<file path="config.mk">
export PLATFORM = sky130hd
export DESIGN_NAME = dsa_front
export DESIGN_NICKNAME = d
export VERILOG_FILES = /design/src/sv/descriptor_slot_allocator_macros.svh /design/src/sv/dsa_pkg.sv /design/src/sv/dsa_front.sv
export SDC_FILE = /design/constraint.sdc
export NUM_CORES = 1
export LEC_CHECK = 0
export BUFFER_PORTS_ARGS = -buffer_cell sky130_fd_sc_hd__buf_2
export CORE_AREA = 2 2 39 41
export DETAILED_ROUTE_END_ITERATION = 8
export DIE_AREA = 0 0 41 43
export PLACE_DENSITY = 0.84
export SLEW_MARGIN = 20
export SYNTH_ARGS = -nofsm -noshare
export SYNTH_HDL_FRONTEND = slang
export SYNTH_SLANG_ARGS = --single-unit
</file>
<file path="constraint.sdc">
create_clock -name vclk -period 1.3
set_input_delay 0.065 -clock vclk [all_inputs]
set_output_delay 0.065 -clock vclk [all_outputs]
set_load 0.05 [all_outputs]
</file>
<file path="src/sv/descriptor_slot_allocator_macros.svh">
// assertion macros for the descriptor slot allocator
`ifndef DESCRIPTOR_SLOT_ALLOCATOR_MACROS_SVH
`define DESCRIPTOR_SLOT_ALLOCATOR_MACROS_SVH

`ifndef ASSERT_OFF

// same-cycle implication, disabled during reset
`define DSA_ASSERT_IMP(lbl, clk, rst_n, ante, cons, msg) \
  lbl: assert property (@(posedge clk) disable iff (!rst_n) (ante) |-> (cons)) \
    else $error(msg);

// next-cycle implication, disabled during reset
`define DSA_ASSERT_NXT(lbl, clk, rst_n, ante, cons, msg) \
  lbl: assert property (@(posedge clk) disable iff (!rst_n) (ante) |=> (cons)) \
    else $error(msg);

`else

`define DSA_ASSERT_IMP(lbl, clk, rst_n, ante, cons, msg)
`define DSA_ASSERT_NXT(lbl, clk, rst_n, ante, cons, msg)

`endif

`endif

</file>
<file path="src/sv/dsa_pkg.sv">
// shared types and constants of the descriptor slot allocator
`default_nettype none
package dsa_pkg;

  localparam int DEF_MAX_SLOTS = 1024;
  localparam int SLOT_W        = 10;
  localparam int OP_W          = 2;
  localparam int POOL_W        = 11;
  localparam int STRIDE_W      = 16;
  localparam int ADDR_W        = 64;
  localparam int PROD_W        = SLOT_W + STRIDE_W;
  localparam int CFG_DW        = 64;
  localparam int CFG_AW        = 5;
  localparam int CMDQ_DEPTH    = 2;
  localparam int RESQ_DEPTH    = 2;

  localparam logic [POOL_W-1:0]   POOL_RST   = POOL_W'(1024);
  localparam logic [STRIDE_W-1:0] STRIDE_RST = STRIDE_W'(32);

  typedef enum logic [1:0] {
    OP_ALLOC   = 2'd0,
    OP_RELEASE = 2'd1,
    OP_REINIT  = 2'd2
  } op_t;

  typedef enum logic [1:0] {
    ST_OK    = 2'd0,
    ST_EMPTY = 2'd1,
    ST_RANGE = 2'd2,
    ST_FULL  = 2'd3
  } status_t;

  typedef enum logic [1:0] {
    K_ALLOC   = 2'd0,
    K_RELEASE = 2'd1,
    K_REINIT  = 2'd2,
    K_NOP     = 2'd3
  } cmd_kind_t;

  typedef enum logic [1:0] {
    REG_POOL_SIZE = 2'd0,
    REG_STRIDE    = 2'd1,
    REG_CPU_BASE  = 2'd2,
    REG_GPU_BASE  = 2'd3
  } reg_sel_t;

  typedef enum logic [1:0] {
    BK_IDLE = 2'd0,
    BK_PROD = 2'd1,
    BK_SUM  = 2'd2
  } back_state_t;

  typedef struct packed {
    logic [OP_W-1:0]   op;
    logic [SLOT_W-1:0] slot_in;
  } dsa_req_t;

  typedef struct packed {
    status_t           status;
    logic [SLOT_W-1:0] slot_out;
    logic [ADDR_W-1:0] cpu_address;
    logic [ADDR_W-1:0] gpu_address;
  } dsa_result_t;

  typedef struct packed {
    cmd_kind_t         kind;
    logic [SLOT_W-1:0] slot;
    logic              out_of_range;
  } dsa_cmd_t;

  typedef struct packed {
    logic [STRIDE_W-1:0] stride;
    logic [ADDR_W-1:0]   cpu_base;
    logic [ADDR_W-1:0]   gpu_base;
  } dsa_cfg_t;

endpackage
`default_nettype wire

</file>
<file path="src/sv/dsa_front.sv">
// request decode and range classification
`default_nettype none
module dsa_front import dsa_pkg::*; #(
  parameter int MAX_SLOTS = DEF_MAX_SLOTS,
  localparam int CNT_W = $clog2(MAX_SLOTS + 1)
) (
  input  wire dsa_req_t          req,
  input  wire logic [POOL_W-1:0] pool_size,
  output logic      [CNT_W-1:0]  eff_size,
  output dsa_cmd_t               cmd
);

  localparam int SZ_W  = (CNT_W > POOL_W) ? CNT_W : POOL_W;
  localparam int CMP_W = (CNT_W > SLOT_W) ? CNT_W : SLOT_W;

  // oversized pool clamps to the built depth
  always_comb begin
    if (SZ_W'(pool_size) > SZ_W'(MAX_SLOTS)) begin
      eff_size = CNT_W'(MAX_SLOTS);
    end else begin
      eff_size = CNT_W'(pool_size);
    end
  end

  always_comb begin
    cmd.slot         = req.slot_in;
    cmd.out_of_range = (CMP_W'(req.slot_in) >= CMP_W'(eff_size));
    unique case (req.op)
      OP_ALLOC:   cmd.kind = K_ALLOC;
      OP_RELEASE: cmd.kind = K_RELEASE;
      OP_REINIT:  cmd.kind = K_REINIT;
      default:    cmd.kind = K_NOP;
    endcase
  end

endmodule
`default_nettype wire

</file>
==> reports/metrics.csv <==
metric;value;unit
combinational cell fraction of total power;1.000;
static leakage power;0.430;nW
worst-path maximum fanout;13;
first-pass GRT wire length;1570;µm
Metal-1 WL;323;µm
Cell Area, Synth;402;µm²
Worst Path Arrival;1210;ps
NetSw;237;µW
average size of a mapped cell;6.81;µm²
Buffers on Ports;43;
Die W;41;µm
vias in the first global route;432;
CP Capture Type;output port;
critical path class;input pin to output port;
max-cap violation count;0;
pin count of the biggest net entering global routing;14;
Post-route DRC;0;
Detailed Route Iter0 Violations;0;
Die Footprint;1760;µm²
Layout area overhead;73.5;%
Hold Path Class;input pin to output port;
area fraction of the dominant cell type after synthesis;0.312;
final hold violation count;0;
initial core utilization;0.290;
HP Start;req[10];
fin nets;124;
Die Height;43;µm
Yosys cell types;14;
HPWL Detailed;844;µm
power per standard cell area;531;nW/µm²
WL met2;650;µm
Ports;47;
Cell Rows;14;
Filler cells;143;
most area-consuming cells after synthesis;ha_1 31%, buf_4 19%, nand2b_1 14%;
Core Area;1380;µm²
clock buffer count in the final layout;0;
Yosys warning count;0;
Setup Fix Bufs, Post-CTS;0;
post-route ant nets;0;
status;completed;
layout cells sized above 1;0.708;
final period utilization;0.982;
Final setup violation count;0;
Switching Share;0.640;
vias per cell;4.44;
Min-Delay Path Depth;0;
Reg area;0;µm²
initial antenna violation count;0;
clock power share;0;
Highest Signal Layer;met4;
grt ovf;0;
synthesized instance count;59;
vias;466;
RePlAce Congestion;0.541;
post-route cell area;697;µm²
Total GRT Usage;0.126;
Routed Wire Length;1090;µm
crit path launch type;input pin;
Worst Hold End;cmd[11];
Max rail drop VDD;0.266;mV
Detailed Routing Iterations Pass 1;1;
Max Slew Vio Count;0;
num sequential;0;
Worst-Margin Slew;254;ps
fin util;0.504;
RSZ-0062 raised after global routing;true;
P_int;133;µW
antenna cells;0;
area leader, netlist;ha_1;
min cycle time layout;1280;ps
sequential power share;0;
Mapped Nets;92;
placed instance area;572;µm²
Max Freq;783;MHz
Max-slew headroom;0.832;
metal3 WL;86;µm
wire per inst;10.4;µm
Seq/Total Area, Yosys;0;
CP required;1240;ps
worst max-delay path, stage by stage:
cell	delay, ps
buf_6	130
nand2b_4	150
ha_4	270
buf_4	100
nand4b_1	160
o22ai_4	160
buf_6	180
how the worst max path moves through the flow:
stage	from	end	slack [ps]	cells after the start
6_report	pool_size[10]	cmd[0]	20	7
5_1_grt	pool_size[10]	cmd[0]	-40	7
4_1_cts	pool_size[10]	cmd[0]	8	8
3_5_place_dp	pool_size[10]	cmd[0]	-240	8
3_3_place_gp	pool_size[10]	cmd[0]	-210	8
2_1_floorplan	pool_size[10]	cmd[0]	-50	7
timing repair:
item | in CTS | in global routing
hold buffers | 0 | 0
gates resized for setup | 14 | 7
setup endpoints to repair | 1 | 1
endpoints found under the hold margin | 0 | 0
cloned | 0 | 0
pin swaps | 8 | 3
power by group through the flow:
stage,Clock (mW),Combinational (mW),Sequential (mW)
after floorplan,0,0.264,0
after global placement,0,0.305,0
after detailed placement,0,0.310,0
final,0,0.370,0
after global routing,0,0.398,0
after CTS,0,0.348,0
metrics by stage:
step	total power [mW]	setup TNS (ps)	setup slack, ps	cells	hold slack [ps]
finish	0.370	0	23.0	105	130
global placement	0.305	-210	-210	105	130
CTS	0.348	0	8.34	105	130
detailed placement	0.310	-242	-242	105	130
global route	0.398	-36.9	-36.9	105	130
floorplan	0.264	-45.4	-45.4	59	290
per-layer routing:
metal	vias up	global-route usage
met4	0	0.0333
met3	4	0.0105
met2	22	0.272
li1	237	-
met5	-	0
met1	203	0.101
layout make-up:
class | instances | area, µm² | area share
multi-input combinational | 35 | 404 | 0.580
timing repair buffer | 44 | 235 | 0.338
inverter | 10 | 37.5 | 0.0539
tap | 16 | 20.0 | 0.0287
synth_stat cells:
cell,n
ha_1,10
clkbuf_1,3
buf_6,1
nor2b_1,2
a21oi_1,5
nor2_1,1
a21o_1,1
nand4b_1,1
inv_1,10
buf_4,10
nand2b_1,9
o22ai_1,1
o21ai_0,2
nand2_1,3
cell families (layout without fill, tap and decap cells):
logic type               Yosys count  count (layout)  share of synthesized area
adder cells (fa/ha/maj)           10              10                      0.312
AO/OA/AOI/OAI                      9               9                      0.122
buffers and inverters             24              54                      0.336
AND/OR/NAND/NOR                   16              16                      0.231
cells in the final DEF (no fill, tap or decap):
cell type and count:
nor2b_4 1, ha_1 6, nand2_1 3, buf_6 2, o21ai_2 2, ha_4 4
nand4b_1 1, a21oi_2 5, nor2_2 1, inv_1 10, buf_4 1, o22ai_4 1
nor2b_1 1, buf_2 41, nand2b_1 4, a21o_1 1, nand2b_4 5
No activity file was read; power rests on OpenSTA's default activity.
