## config.mk

```make
export PLATFORM = sky130hd
export DESIGN_NAME = dsa_fifo
export DESIGN_NICKNAME = d
export VERILOG_FILES = /design/src/sv/descriptor_slot_allocator_macros.svh /design/src/sv/dsa_fifo.sv
export SDC_FILE = /design/constraint.sdc
export NUM_CORES = 1
export LEC_CHECK = 0
export BUFFER_PORTS_ARGS = -buffer_cell sky130_fd_sc_hd__buf_2
export CAP_MARGIN = 25
export CORE_MARGIN = 3
export CORE_UTILIZATION = 25
export DETAILED_ROUTE_END_ITERATION = 8
export GPL_TIMING_DRIVEN = 0
export MAX_ROUTING_LAYER = met4
export PLACE_DENSITY = 0.49
export SYNTH_ARGS = -nofsm -noshare
export SYNTH_HDL_FRONTEND = slang
export SYNTH_SLANG_ARGS = --single-unit
```

## constraint.sdc

```tcl
create_clock -name clk -period 1.3 [get_ports clk]
set_input_delay 0.13 -clock clk [delete_from_list [all_inputs] [get_ports clk]]
set_output_delay 0.13 -clock clk [all_outputs]
set_load 0.005 [all_outputs]
```

## src/sv/descriptor_slot_allocator_macros.svh

```systemverilog
// assertion macros for the descriptor slot allocator
`ifndef DESCRIPTOR_SLOT_ALLOCATOR_MACROS_SVH
`define DESCRIPTOR_SLOT_ALLOCATOR_MACROS_SVH

`ifndef ASSERT_OFF

// same-cycle implication, disabled during reset
`define DSA_ASSERT_IMP(lbl, clk, rst_n, ante, cons, msg) \
  lbl: assert property (@(posedge clk) disable iff (!rst_n) (ante) |-> (cons)) \
    else $error(msg);

// next-cycle implication, disabled during reset
`define DSA_ASSERT_NXT(lbl, clk, rst_n, ante, cons, msg) \
  lbl: assert property (@(posedge clk) disable iff (!rst_n) (ante) |=> (cons)) \
    else $error(msg);

`else

`define DSA_ASSERT_IMP(lbl, clk, rst_n, ante, cons, msg)
`define DSA_ASSERT_NXT(lbl, clk, rst_n, ante, cons, msg)

`endif

`endif

```

## src/sv/dsa_fifo.sv

```systemverilog
// small register queue used between the allocator stages
`default_nettype none
module dsa_fifo #(
  parameter int WIDTH = 8,
  parameter int DEPTH = 2
) (
  input  wire logic             clk,
  input  wire logic             rst_n,
  input  wire logic             push,
  input  wire logic [WIDTH-1:0] din,
  output logic                  full,
  input  wire logic             pop,
  output logic      [WIDTH-1:0] dout,
  output logic                  empty
);

  localparam int PTR_W = (DEPTH > 1) ? $clog2(DEPTH) : 1;
  localparam int CW    = $clog2(DEPTH + 1);

  logic [WIDTH-1:0] mem_r [DEPTH];
  logic [PTR_W-1:0] wr_ptr_r, wr_ptr_nxt;
  logic [PTR_W-1:0] rd_ptr_r, rd_ptr_nxt;
  logic [CW-1:0]    cnt_r, cnt_nxt;
  logic             do_push, do_pop;

  assign full    = (cnt_r == CW'(DEPTH));
  assign empty   = (cnt_r == '0);
  assign dout    = mem_r[rd_ptr_r];
  assign do_push = push && !full;
  assign do_pop  = pop && !empty;

  always_comb begin
    wr_ptr_nxt = wr_ptr_r;
    rd_ptr_nxt = rd_ptr_r;
    cnt_nxt    = cnt_r;
    if (do_push) begin
      wr_ptr_nxt = (wr_ptr_r == PTR_W'(DEPTH - 1)) ? '0 : PTR_W'(wr_ptr_r + 1'b1);
    end
    if (do_pop) begin
      rd_ptr_nxt = (rd_ptr_r == PTR_W'(DEPTH - 1)) ? '0 : PTR_W'(rd_ptr_r + 1'b1);
    end
    if (do_push && !do_pop) begin
      cnt_nxt = CW'(cnt_r + 1'b1);
    end else if (do_pop && !do_push) begin
      cnt_nxt = CW'(cnt_r - 1'b1);
    end
  end

  always_ff @(posedge clk) begin
    if (!rst_n) begin
      wr_ptr_r <= '0;
      rd_ptr_r <= '0;
      cnt_r    <= '0;
    end else begin
      wr_ptr_r <= wr_ptr_nxt;
      rd_ptr_r <= rd_ptr_nxt;
      cnt_r    <= cnt_nxt;
    end
  end

  always_ff @(posedge clk) begin
    if (do_push) begin
      mem_r[wr_ptr_r] <= din;
    end
  end

endmodule
`default_nettype wire

```

==> results of run 1 <==
==> power by group through the flow <==
stage	logic, mW	clock network (mW)	registers (mW)
after floorplan	0.407	0	0.926
after global placement	0.585	0	0.938
after detailed placement	0.602	0	0.942
after CTS	0.931	0.325	0.941
after global routing	1.08	0.353	0.955
final	0.989	0.309	0.939
==> final cells by class <==
class	instances	area, um^2
buffer	1	15.0
clock buffer	4	26.3
fill	306	1850
inverter	2	10.0
multi-input combinational	26	293
sequential	21	587
tap	44	55.1
timing repair buffer	28	243
==> kinds of logic (layout without fill, tap and decap cells) <==
kind of cell    Yosys count  count (layout)  synth area share
simple gates              9               9            0.0680
flops                    21              21             0.717
fa+ha+maj                 1               1            0.0155
compound gates            5               5            0.0402
buf+inv                   3              35            0.0154
mux                       8               8             0.111
xor+xnor                  3               3            0.0325
==> placed cells by master, fill, tap and decap left out <==
cell / synthesis / layout
a21boi_0: 1 / 1
a21boi_1: 1 / 1
and2_1: 3 / 3
and3_2: 0 / 1
buf_12: 0 / 1
buf_2: 1 / 13
buf_4: 0 / 3
buf_6: 0 / 8
buf_8: 0 / 1
clkbuf_1: 0 / 1
clkbuf_16: 0 / 1
clkbuf_4: 0 / 3
dfxtp_1: 5 / 2
dfxtp_2: 0 / 2
dfxtp_4: 0 / 1
dlygate4sd3_1: 0 / 2
edfxtp_1: 16 / 16
ha_4: 0 / 1
inv_1: 1 / 1
inv_4: 0 / 1
mux2_4: 0 / 8
nand2b_4: 0 / 1
nor2_1: 2 / 1
nor2_4: 0 / 1
nor3_4: 0 / 1
o21a_1: 1 / 1
o21ai_0: 1 / 1
o21ai_2: 0 / 1
or3_1: 1 / 1
xnor2_1: 2 / 2
xor2_2: 0 / 1
==> worst register-to-register path: cells and delay by family (launching register included) <==
family | cells | cell delay [ns]
AND/OR/NAND/NOR | 3 | 0.49
buffers and inverters | 1 | 0.06
adder cells (fa/ha/maj) | 1 | 0.16
flip-flops | 1 | 0.37
XOR/XNOR | 1 | 0.14
AO/OA/AOI/OAI | 1 | 0.12
==> layer usage <==
layer  track usage  routed length (um)  vias to the layer above
met5             -                   0                        -
met4        0.0413                  27                        0
met3        0.0234                  86                        5
met2         0.128                 655                       18
met1        0.0982                 650                      235
li1              -                   -                      247
==> path summary, 6_finish.rpt <==
kind / endpoint / cells past startpoint / start / slack, ns
max: cnt_r[1]$_SDFFE_PN0P_ / 7 / cnt_r[0]$_SDFFE_PN0P_ / -0.1
max reg2reg: cnt_r[1]$_SDFFE_PN0P_ / 7 / cnt_r[0]$_SDFFE_PN0P_ / -0.1
min reg2reg: cnt_r[1]$_SDFFE_PN0P_ / 2 / cnt_r[1]$_SDFFE_PN0P_ / 0.55
min: mem_r[1][4]$_DFFE_PP_ / 1 / din[4] / 0.01
==> through the flow <==
stage | instance area, um^2 | cells | hold WS, ns | utilization | TNS (ns)
detailed placement | 986 | 115 | 0.324 | 0.320 | -2.61
CTS | 1190 | 124 | 0.00538 | 0.386 | -0.737
global route | 1230 | 126 | 0.00318 | 0.399 | -1.90
global placement | 986 | 115 | 0.321 | 0.320 | -2.06
finish | 1230 | 126 | 0.0135 | 0.399 | -0.827
floorplan | 826 | 50 | 0.229 | - | -0.0792
==> sequential cells by signal, indices dropped and copies added, names as in the netlist, named ones only <==
signal and count:
mem_r 16, rd_ptr_r 1, wr_ptr_r 1, cnt_r 2
==> repair_timing <==
action | 4_1_cts | 5_1_grt
cloned | 0 | 1
hold buffers | 2 | 0
pin swaps | 3 | 3
endpoints found under the setup margin | 27 | 18
buffers inserted | 3 | 1
endpoints found under the hold margin | 4 | 0
gates resized for setup | 27 | 1
==> summary.txt, run 1 <==
Outcome
  – Status: finished, violations left
  – Failing checks: setup timing

Clocking
  – Clock Pin Slew Worst Setup and Hold Paths: 0.11 ns
  – CTS tree: built
  – Clk sinks: 21
  – H-tree depth: 1
  – Maximum clock path buffer count: 2
  – Num CTS Buffers: 3
  – Root Driver: clkbuf_4
  – Clock latency at the later pin of the worst-skew pair: 0.30 ns

Power and ir drop
  – Clock network fraction of total power: 0.138
  – Worst VDD drop: 0.000779 V
  – Combinational power share: 0.442
  – Cell Int Power: 1.61 mW
  – Sw Pwr: 0.622 mW
  – Pwr dens: 1820 mW/mm^2
  – Switching Share: 0.278
  – Overall power: 2.24 mW
  – Reg power frac: 0.420
  – P_leak: 0.484 nW

Synthesis
  – Avg Cell Area, Syn: 16.2 um^2
  – YS warnings: 0
  – Synth Register Bits: 21
  – Cells after Synth: 50
  – Sequential fraction of the synthesis area: 0.717
  – Synth async-reset ratio: 0
  – Mapped Area: 810 um^2
  – Area contributors post-synth: edfxtp_1 59%, dfxtp_1 12%, mux2_2 11%
  – Number of flops mapped to enable cells by yosys: 16
  – Net Count, Synth: 63
  – Top cell type's share of synthesized area: 0.594
  – Ys flop type: edfxtp_1
  – Area leader, netlist: edfxtp_1
  – Top cells by count, synth: 16 x edfxtp_1, 8 x mux2_2, 5 x dfxtp_1
  – Netlist cell types: 20
  – Most frequent cell after synthesis: edfxtp_1

Cells and area
  – Antenna diode count: 0
  – Final #Nets: 96
  – P&R area growth vs syn: 51.8%
  – Layout cells sized above 1: 0.598

Timing
  – Fmax: 0.715 GHz
  – Period minus WS final: 1.40 ns
  – Final setup viols: 17
  – Unrepaired setup endpoints after global routing: yes
  – Slew margin rel.: 0.816
  – Tcrit/Tclk final: 1.08
  – Clock Skews: 0.00338 ns
  – Hold Vio Cnt, Final: 0
  – Final worst setup slack: -0.0980 ns
  – Slew Viols, Final: 0
  – Measured slew at the worst slew-check pin: 0.275 ns

Drt
  – Starting DRT DRC Count: 3
  – DRT Wirelength: 1420 um
  – Drt pass-1 iters: 2
  – Post-route ant nets: 0
  – Drt drc: 0
  – Via count: 505
  – Vias per inst: 4.01
  – Routed length per instance: 11.3 um

Placed design
  – Buffers on Ports: 21
  – Placer Congestion: 0.718
  – Post-DP HPWL: 959 um
  – Dpl ws: -0.262 ns

Floorplan
  – Die ar.: 0.00396 mm^2
  – Initial Utilization: 0.263
  – Ports: 22
  – Std cell rows: 20
  – Chip width: 62.9 um
  – Die height: 62.9 um
  – Core ar.: 0.00308 mm^2

Min path
  – Hold Crit Class: in -> reg

Setup path
  – Setup Crit Path Kind: reg -> reg
  – Arr. time, crit path: 1.63 ns
  – Buf/Inv on CP: 1
  – Worst path required time: 1.54 ns
  – Critical-path top delay cell: dfxtp_4
  – Top delay family on crit path: simple AND/OR/NAND/NOR gates
  – Critical Path, Cell by Cell: nand2b_4, inv_4, nor2_4, ha_4, xor2_2, or3_1, a21boi_1
  – Startpoint Class: register
  – CP Capture Type: register
  – Crit-path max cell delay: 0.37 ns
  – Crit Path Max Fanout: 4

Global route
  – Largest net degree at the start of global routing: 12
  – Number of global-route vias before repair: 529
  – First-pass GRT wire length: 2420 um
  – Total track usage: 0.0827
  – GR Overflow Total: 0
  – Antenna violations before repair: 0

Job
  – Max-Cap Viols: 0
Power figures use the tool's default switching activity.
==> run 2: changes to the inputs <==
--- a/config.mk
+++ b/config.mk
@@ -12,7 +12,7 @@
 export DETAILED_ROUTE_END_ITERATION = 8
 export GPL_TIMING_DRIVEN = 0
 export MAX_ROUTING_LAYER = met4
-export PLACE_DENSITY = 0.49
+export PLACE_DENSITY_LB_ADDON = 0.1
 export SYNTH_ARGS = -nofsm -noshare
 export SYNTH_HDL_FRONTEND = slang
 export SYNTH_SLANG_ARGS = --single-unit
==> run 2 against run 1 <==
The run still ends with setup timing left. Sequential cell count is the same. Wire length grew 5.4%. Design area grew 1.8%. Clock power shrank 1%. Power shrank 0.18%. First-iteration DRC count grew to 3.7 times the previous value. Combinational power shrank 0.5%. Critical endpoint unchanged. Largest cell class unchanged.
==> summary.txt, run 2 (synthesized netlist as in run 1, its figures left out) <==
Outcome
  – Status: finished, violations left (unchanged)
  – Failing checks: setup timing (unchanged)

Floorplan
  – Chip width: 62.9 um (unchanged)
  – Ports: 22 (unchanged)
  – Core ar.: 0.00308 mm^2 (unchanged)
  – Die height: 62.9 um (unchanged)
  – Initial Utilization: 0.263 (unchanged)
  – Std cell rows: 20 (unchanged)
  – Die ar.: 0.00396 mm^2 (unchanged)

Cells and area
  – Layout cells sized above 1: 0.593 (was 0.598)
  – P&R area growth vs syn: 54.6% (was 51.8%)
  – Area taken by multi-input logic gates: 293 um^2 (unchanged)
  – Antenna diode count: 0 (unchanged)
  – Finished Layout Cells: 130 (was 126)
  – Most frequent cells in the layout: 16 x edfxtp_1, 12 x buf_2, 11 x buf_6, 8 x mux2_4, 5 x dlygate4sd3_1 (was 16 x edfxtp_1, 13 x buf_2, 8 x mux2_4, 8 x buf_6)
  – Final #Nets: 100 (was 96)
  – Final core occ: 0.407 (was 0.399)
  – Commonest non-fill, non-tap cell in the layout: edfxtp_1 (unchanged)
  – Sequential cell area: 587 um^2 (unchanged)
  – Most flop-heavy register: mem_r (unchanged)
  – Top flop regs: mem_r: 16 flops, cnt_r: 2 flops (unchanged)
  – Filler cells: 308 (was 306)
  – Max reg flops: 16 (unchanged)
  – Finished Cell Area: 0.00125 mm^2 (was 0.00123 mm^2)

Timing
  – Final worst setup slack: -0.0964 ns (was -0.0980 ns)
  – Measured slew at the worst slew-check pin: 0.222 ns (was 0.275 ns)
  – Final setup viols: 10 (was 17)
  – Unrepaired setup endpoints after global routing: yes (unchanged)
  – Fmax: 0.716 GHz (was 0.715 GHz)
  – Hold Vio Cnt, Final: 0 (unchanged)
  – Hold_ws: 0.0198 ns (was 0.0135 ns)
  – Period minus WS final: 1.40 ns (about the same)
  – Slew margin rel.: 0.852 (was 0.816)
  – Tcrit/Tclk final: 1.07 (was 1.08)
  – Clock Skews: 0.00343 ns (was 0.00338 ns)
  – Slew Viols, Final: 0 (unchanged)
  – TNS Setup: -0.479 ns (was -0.827 ns)

Setup path
  – Arr. time, crit path: 1.63 ns (about the same)
  – Worst path required time: 1.53 ns (was 1.54 ns)
  – Crit Path Max Fanout: 4 (unchanged)
  – Setup Crit Path Kind: reg -> reg (unchanged)
  – Crit path launch: cnt_r[0]$_SDFFE_PN0P_ (unchanged)
  – Startpoint Class: register (unchanged)
  – FF-to-FF Start: cnt_r[0]$_SDFFE_PN0P_ (unchanged)
  – CP Capture Type: register (unchanged)

Drt
  – Drt drc: 0 (unchanged)
  – Routed length per instance: 11.5 um (was 11.3 um)
  – Drt pass-1 iters: 4 (was 2)
  – Post-route ant nets: 0 (unchanged)
  – Starting DRT DRC Count: 11 (was 3)
  – Vias per inst: 3.95 (was 4.01)
  – Via count: 514 (was 505)
  – DRT Wirelength: 1500 um (was 1420 um)

Global route
  – Total track usage: 0.0869 (was 0.0827)
  – Largest net degree at the start of global routing: 13 (was 12)
  – Antenna violations before repair: 0 (unchanged)
  – First-pass GRT wire length: 2500 um (was 2420 um)
  – Number of global-route vias before repair: 567 (was 529)
  – GR Overflow Total: 0 (unchanged)

Clocking
  – Clock latency at the later pin of the worst-skew pair: 0.30 ns (about the same)
  – H-tree depth: 1 (unchanged)
  – Maximum clock path buffer count: 2 (unchanged)
  – Root Driver: clkbuf_4 (unchanged)
  – Clock Pin Slew Worst Setup and Hold Paths: 0.11 ns (about the same)
  – CTS tree: built (unchanged)
  – Clk sinks: 21 (unchanged)
  – Num CTS Buffers: 3 (unchanged)

Placed design
  – Placer Congestion: 0.626 (was 0.718)
  – Buffers on Ports: 21 (unchanged)
  – Placed Area: 986 um^2 (unchanged)
  – Placed cell count: 115 (unchanged)

Min path
  – Critical hold path startpoint: din[0] (was din[4])
  – Hold Crit Class: in -> reg (unchanged)

Power and ir drop
  – Combinational power share: 0.440 (was 0.442)
  – Worst VDD drop: 0.000679 V (was 0.000779 V)
  – Reg power frac: 0.423 (was 0.420)
  – Sw Pwr: 0.626 mW (was 0.622 mW)
  – Pwr dens: 1780 mW/mm^2 (was 1820 mW/mm^2)
  – P_leak: 0.498 nW (was 0.484 nW)
  – Clock network fraction of total power: 0.137 (was 0.138)
  – Switching Share: 0.280 (was 0.278)
  – Cell Int Power: 1.61 mW (about the same)

Job
  – Max-Cap Viols: 0 (unchanged)
-- run 2: cell types whose count changed in the layout (fill, tap and decap cells not counted), sizes merged --
cell,change
buf,+2
clkbuf,-2
clkinv,+1
dlygate4sd3,+3
-- run 2: cell type report --
| cell class | instances | share of cell area |
|---|---|---|
| buffer | 1 | 0.0120 |
| clock buffer | 3 | 0.0180 |
| clock inverter | 1 | 0.00400 |
| inverter | 2 | 0.00800 |
| multi-input combinational | 26 | 0.234 |
| sequential | 21 | 0.469 |
| tap | 44 | 0.0440 |
| timing repair buffer | 32 | 0.211 |
-- run 2: worst max-delay path: stages (launching register included) --
cell      delay, ns
dfxtp_4        0.38
nand2b_4       0.15
inv_4          0.06
nor2_4         0.04
ha_4           0.15
xor2_2         0.13
or3_1          0.30
a21boi_1       0.11
-- run 2: power by group through the flow --
stage                     sequential, mW  combinational (mW)  clock [mW]
after global placement             0.936               0.594           0
after CTS                          0.944               0.935       0.324
after detailed placement           0.942               0.596           0
after global routing               0.961                1.07       0.352
final                              0.945               0.984       0.305
after floorplan                    0.926               0.407           0
-- run 2: final timing paths --
path,cells after the start,slack (ns),to
worst min register to register,2,0.54,cnt_r[1]$_SDFFE_PN0P_
worst max register to register,7,-0.1,cnt_r[1]$_SDFFE_PN0P_
worst max-delay path,7,-0.1,cnt_r[1]$_SDFFE_PN0P_
worst min-delay path,1,0.02,mem_r[1][0]$_DFFE_PP_
-- run 2: through the flow --
stage	setup slack (ns)	power, mW
after floorplan	-0.0792	1.33
after global placement	-0.250	1.53
after detailed placement	-0.220	1.54
after CTS	-0.115	2.20
after global routing	-0.143	2.38
final	-0.0964	2.23
-- run 2: timing repair --
action | 4_1_cts | 5_1_grt
pin swaps | 5 | 2
hold buffers | 0 | 5
gates resized for setup | 28 | 3
endpoints found under the setup margin | 27 | 20
buffers inserted | 6 | 0
endpoints found under the hold margin | 0 | 10
-- run 2: metal layers --
metal | track usage | vias up | share of wire
li1 | - | 252 | -
met1 | 0.0855 | 247 | 0.42
met2 | 0.154 | 13 | 0.53
met3 | 0.0324 | 2 | 0.040
met4 | 0.0331 | 0 | 0.013
met5 | - | - | 0
==> run 3: changes to the inputs <==
--- a/config.mk
+++ b/config.mk
@@ -7,7 +7,7 @@
 export LEC_CHECK = 0
 export BUFFER_PORTS_ARGS = -buffer_cell sky130_fd_sc_hd__buf_2
 export CAP_MARGIN = 25
-export CORE_MARGIN = 3
+export CORE_MARGIN = 2
 export CORE_UTILIZATION = 25
 export DETAILED_ROUTE_END_ITERATION = 8
 export GPL_TIMING_DRIVEN = 0
==> run 3 against run 2 <==
The flow still finishes with violations (setup timing). Utilization rose by 0.33 points. Wire length fell by 1.5%. Sequential power barely moved. Clock power rose by 2%. Final cell count rose by 1.5%.
==> summary.txt, run 3 (synthesized netlist as in run 1, its figures left out) <==
Global route
  – First-pass GRT wire length: 2210 um (was 2500 um)
  – Antenna violations before repair: 0 (unchanged)
  – Largest net degree at the start of global routing: 13 (unchanged)
  – GR Overflow Total: 0 (unchanged)
  – Total track usage: 0.0926 (was 0.0869)
  – Number of global-route vias before repair: 471 (was 567)

Timing
  – Hold Vio Cnt, Final: 0 (unchanged)
  – Tcrit/Tclk final: 1.09 (was 1.07)
  – Measured slew at the worst slew-check pin: 0.245 ns (was 0.222 ns)
  – Unrepaired setup endpoints after global routing: yes (unchanged)
  – Final setup viols: 17 (was 10)
  – Slew margin rel.: 0.836 (was 0.852)
  – Fmax: 0.708 GHz (was 0.716 GHz)
  – Slew Viols, Final: 0 (unchanged)
  – Period minus WS final: 1.41 ns (was 1.40 ns)
  – Final worst setup slack: -0.113 ns (was -0.0964 ns)
  – Clock Skews: 0.00213 ns (was 0.00343 ns)

Clocking
  – CTS tree: built (unchanged)
  – Num CTS Buffers: 3 (unchanged)
  – Clk sinks: 21 (unchanged)
  – H-tree depth: 1 (unchanged)
  – Root Driver: clkbuf_4 (unchanged)
  – Maximum clock path buffer count: 2 (unchanged)
  – Clock Pin Slew Worst Setup and Hold Paths: 0.12 ns (was 0.11 ns)
  – Clock latency at the later pin of the worst-skew pair: 0.30 ns (about the same)

Drt
  – Vias per inst: 3.89 (was 3.95)
  – Via count: 513 (was 514)
  – Post-route ant nets: 0 (unchanged)
  – DRT Wirelength: 1480 um (was 1500 um)
  – Drt drc: 0 (unchanged)
  – Starting DRT DRC Count: 5 (was 11)
  – Routed length per instance: 11.2 um (was 11.5 um)
  – Drt pass-1 iters: 4 (unchanged)

Outcome
  – Status: finished, violations left (unchanged)
  – Failing checks: setup timing (unchanged)

Setup path
  – Startpoint Class: register (unchanged)
  – Crit Path Max Fanout: 4 (unchanged)
  – Setup Crit Path Kind: reg -> reg (unchanged)
  – CP Capture Type: register (unchanged)
  – Worst path required time: 1.53 ns (about the same)
  – Arr. time, crit path: 1.65 ns (was 1.63 ns)

Cells and area
  – Commonest non-fill, non-tap cell in the layout: edfxtp_1 (unchanged)
  – Layout cells sized above 1: 0.568 (was 0.593)
  – Most flop-heavy register: mem_r (unchanged)
  – P&R area growth vs syn: 55.8% (was 54.6%)
  – Most frequent cells in the layout: 16 x edfxtp_1, 13 x buf_2, 11 x buf_6, 8 x mux2_4, 7 x dlygate4sd3_1 (was 16 x edfxtp_1, 12 x buf_2, 11 x buf_6, 8 x mux2_4, 5 x dlygate4sd3_1)
  – Final #Nets: 102 (was 100)
  – Top flop regs: mem_r: 16 flops, cnt_r: 2 flops (unchanged)
  – Max reg flops: 16 (unchanged)
  – Antenna diode count: 0 (unchanged)
  – Finished Cell Area: 0.00126 mm^2 (was 0.00125 mm^2)

Placed design
  – Dpl ws: -0.286 ns (was -0.220 ns)
  – Placed Area: 986 um^2 (unchanged)
  – Buffers on Ports: 21 (unchanged)
  – Placer Congestion: 0.648 (was 0.626)

Power and ir drop
  – Worst VDD drop: 0.000722 V (was 0.000679 V)
  – P_leak: 0.504 nW (was 0.498 nW)
  – Pwr dens: 1760 mW/mm^2 (was 1780 mW/mm^2)

Min path
  – Hold Crit Class: in -> reg (unchanged)

Floorplan
  – Std cell rows: 20 (unchanged)
  – Die ar.: 0.00371 mm^2 (was 0.00396 mm^2)
  – Die height: 60.9 um (was 62.9 um)
  – Initial Utilization: 0.263 (unchanged)
  – Ports: 22 (unchanged)
  – Chip width: 60.9 um (was 62.9 um)
  – Core ar.: 0.00308 mm^2 (unchanged)

Job
  – Max-Cap Viols: 0 (unchanged)
## run 3: per-layer routing
metal	share of wire	track usage	vias up
met4	0.0088	0.0652	0
li1	-	-	260
met1	0.44	0.105	239
met5	0	-	-
met3	0.037	0.0192	2
met2	0.51	0.144	12
## run 3: path summary, 6_finish.rpt
kind | startpoint | to | slack, ns | cells past startpoint
setup / recovery | cnt_r[0]$_SDFFE_PN0P_ | cnt_r[1]$_SDFFE_PN0P_ | -0.11 | 7
hold / removal | din[7] | mem_r[0][7]$_DFFE_PP_ | 0.02 | 1
hold reg to reg | cnt_r[1]$_SDFFE_PN0P_ | cnt_r[1]$_SDFFE_PN0P_ | 0.54 | 2
setup reg to reg | cnt_r[0]$_SDFFE_PN0P_ | cnt_r[1]$_SDFFE_PN0P_ | -0.11 | 7
## run 3: where the power goes
| part | leakage, nW | switching, mW | internal (mW) |
|---|---|---|---|
| logic | 0.294 | 0.356 | 0.612 |
| registers | 0.192 | 0.0728 | 0.869 |
| clock network | 0.0177 | 0.196 | 0.115 |
| total | 0.504 | 0.625 | 1.60 |
## run 3: cell type report
cell class              instances  area (um^2)
inverters                       2         10.0
fillers                       306         1820
clock inverters                 1         5.00
plain buffers                   1         15.0
well taps                      44         55.1
clock buffers                   3         22.5
multi-input cells              26          285
flip-flops and latches         21          587
repair buffers                 34          282
## run 3: repair_timing
item / 4_1_cts / 5_1_grt
endpoints found under the hold margin: 2 / 12
pin swaps: 3 / 2
hold buffers: 1 / 6
gates resized for setup: 26 / 4
buffers inserted: 6 / 0
endpoints found under the setup margin: 27 / 18
## run 3: worst max-delay path, cell delays in order, from the launching register on
cell and delay, ns:
dfxtp_4 0.38, nand2b_4 0.15, inv_4 0.07, nor2_4 0.04
ha_4 0.16, xor2_1 0.14, or3_1 0.30, a21boi_1 0.12
## run 3: through the flow
stage	setup TNS, ns	util	hold WS, ns	power (mW)	instances
after detailed placement	-2.77	0.320	0.325	1.54	115
after CTS	-0.711	0.385	0.000175	2.19	126
after floorplan	-0.0792	-	0.229	1.33	50
final	-0.871	0.410	0.0204	2.22	132
after global placement	-2.47	0.320	0.320	1.53	115
after global routing	-2.01	0.410	0.00152	2.37	132
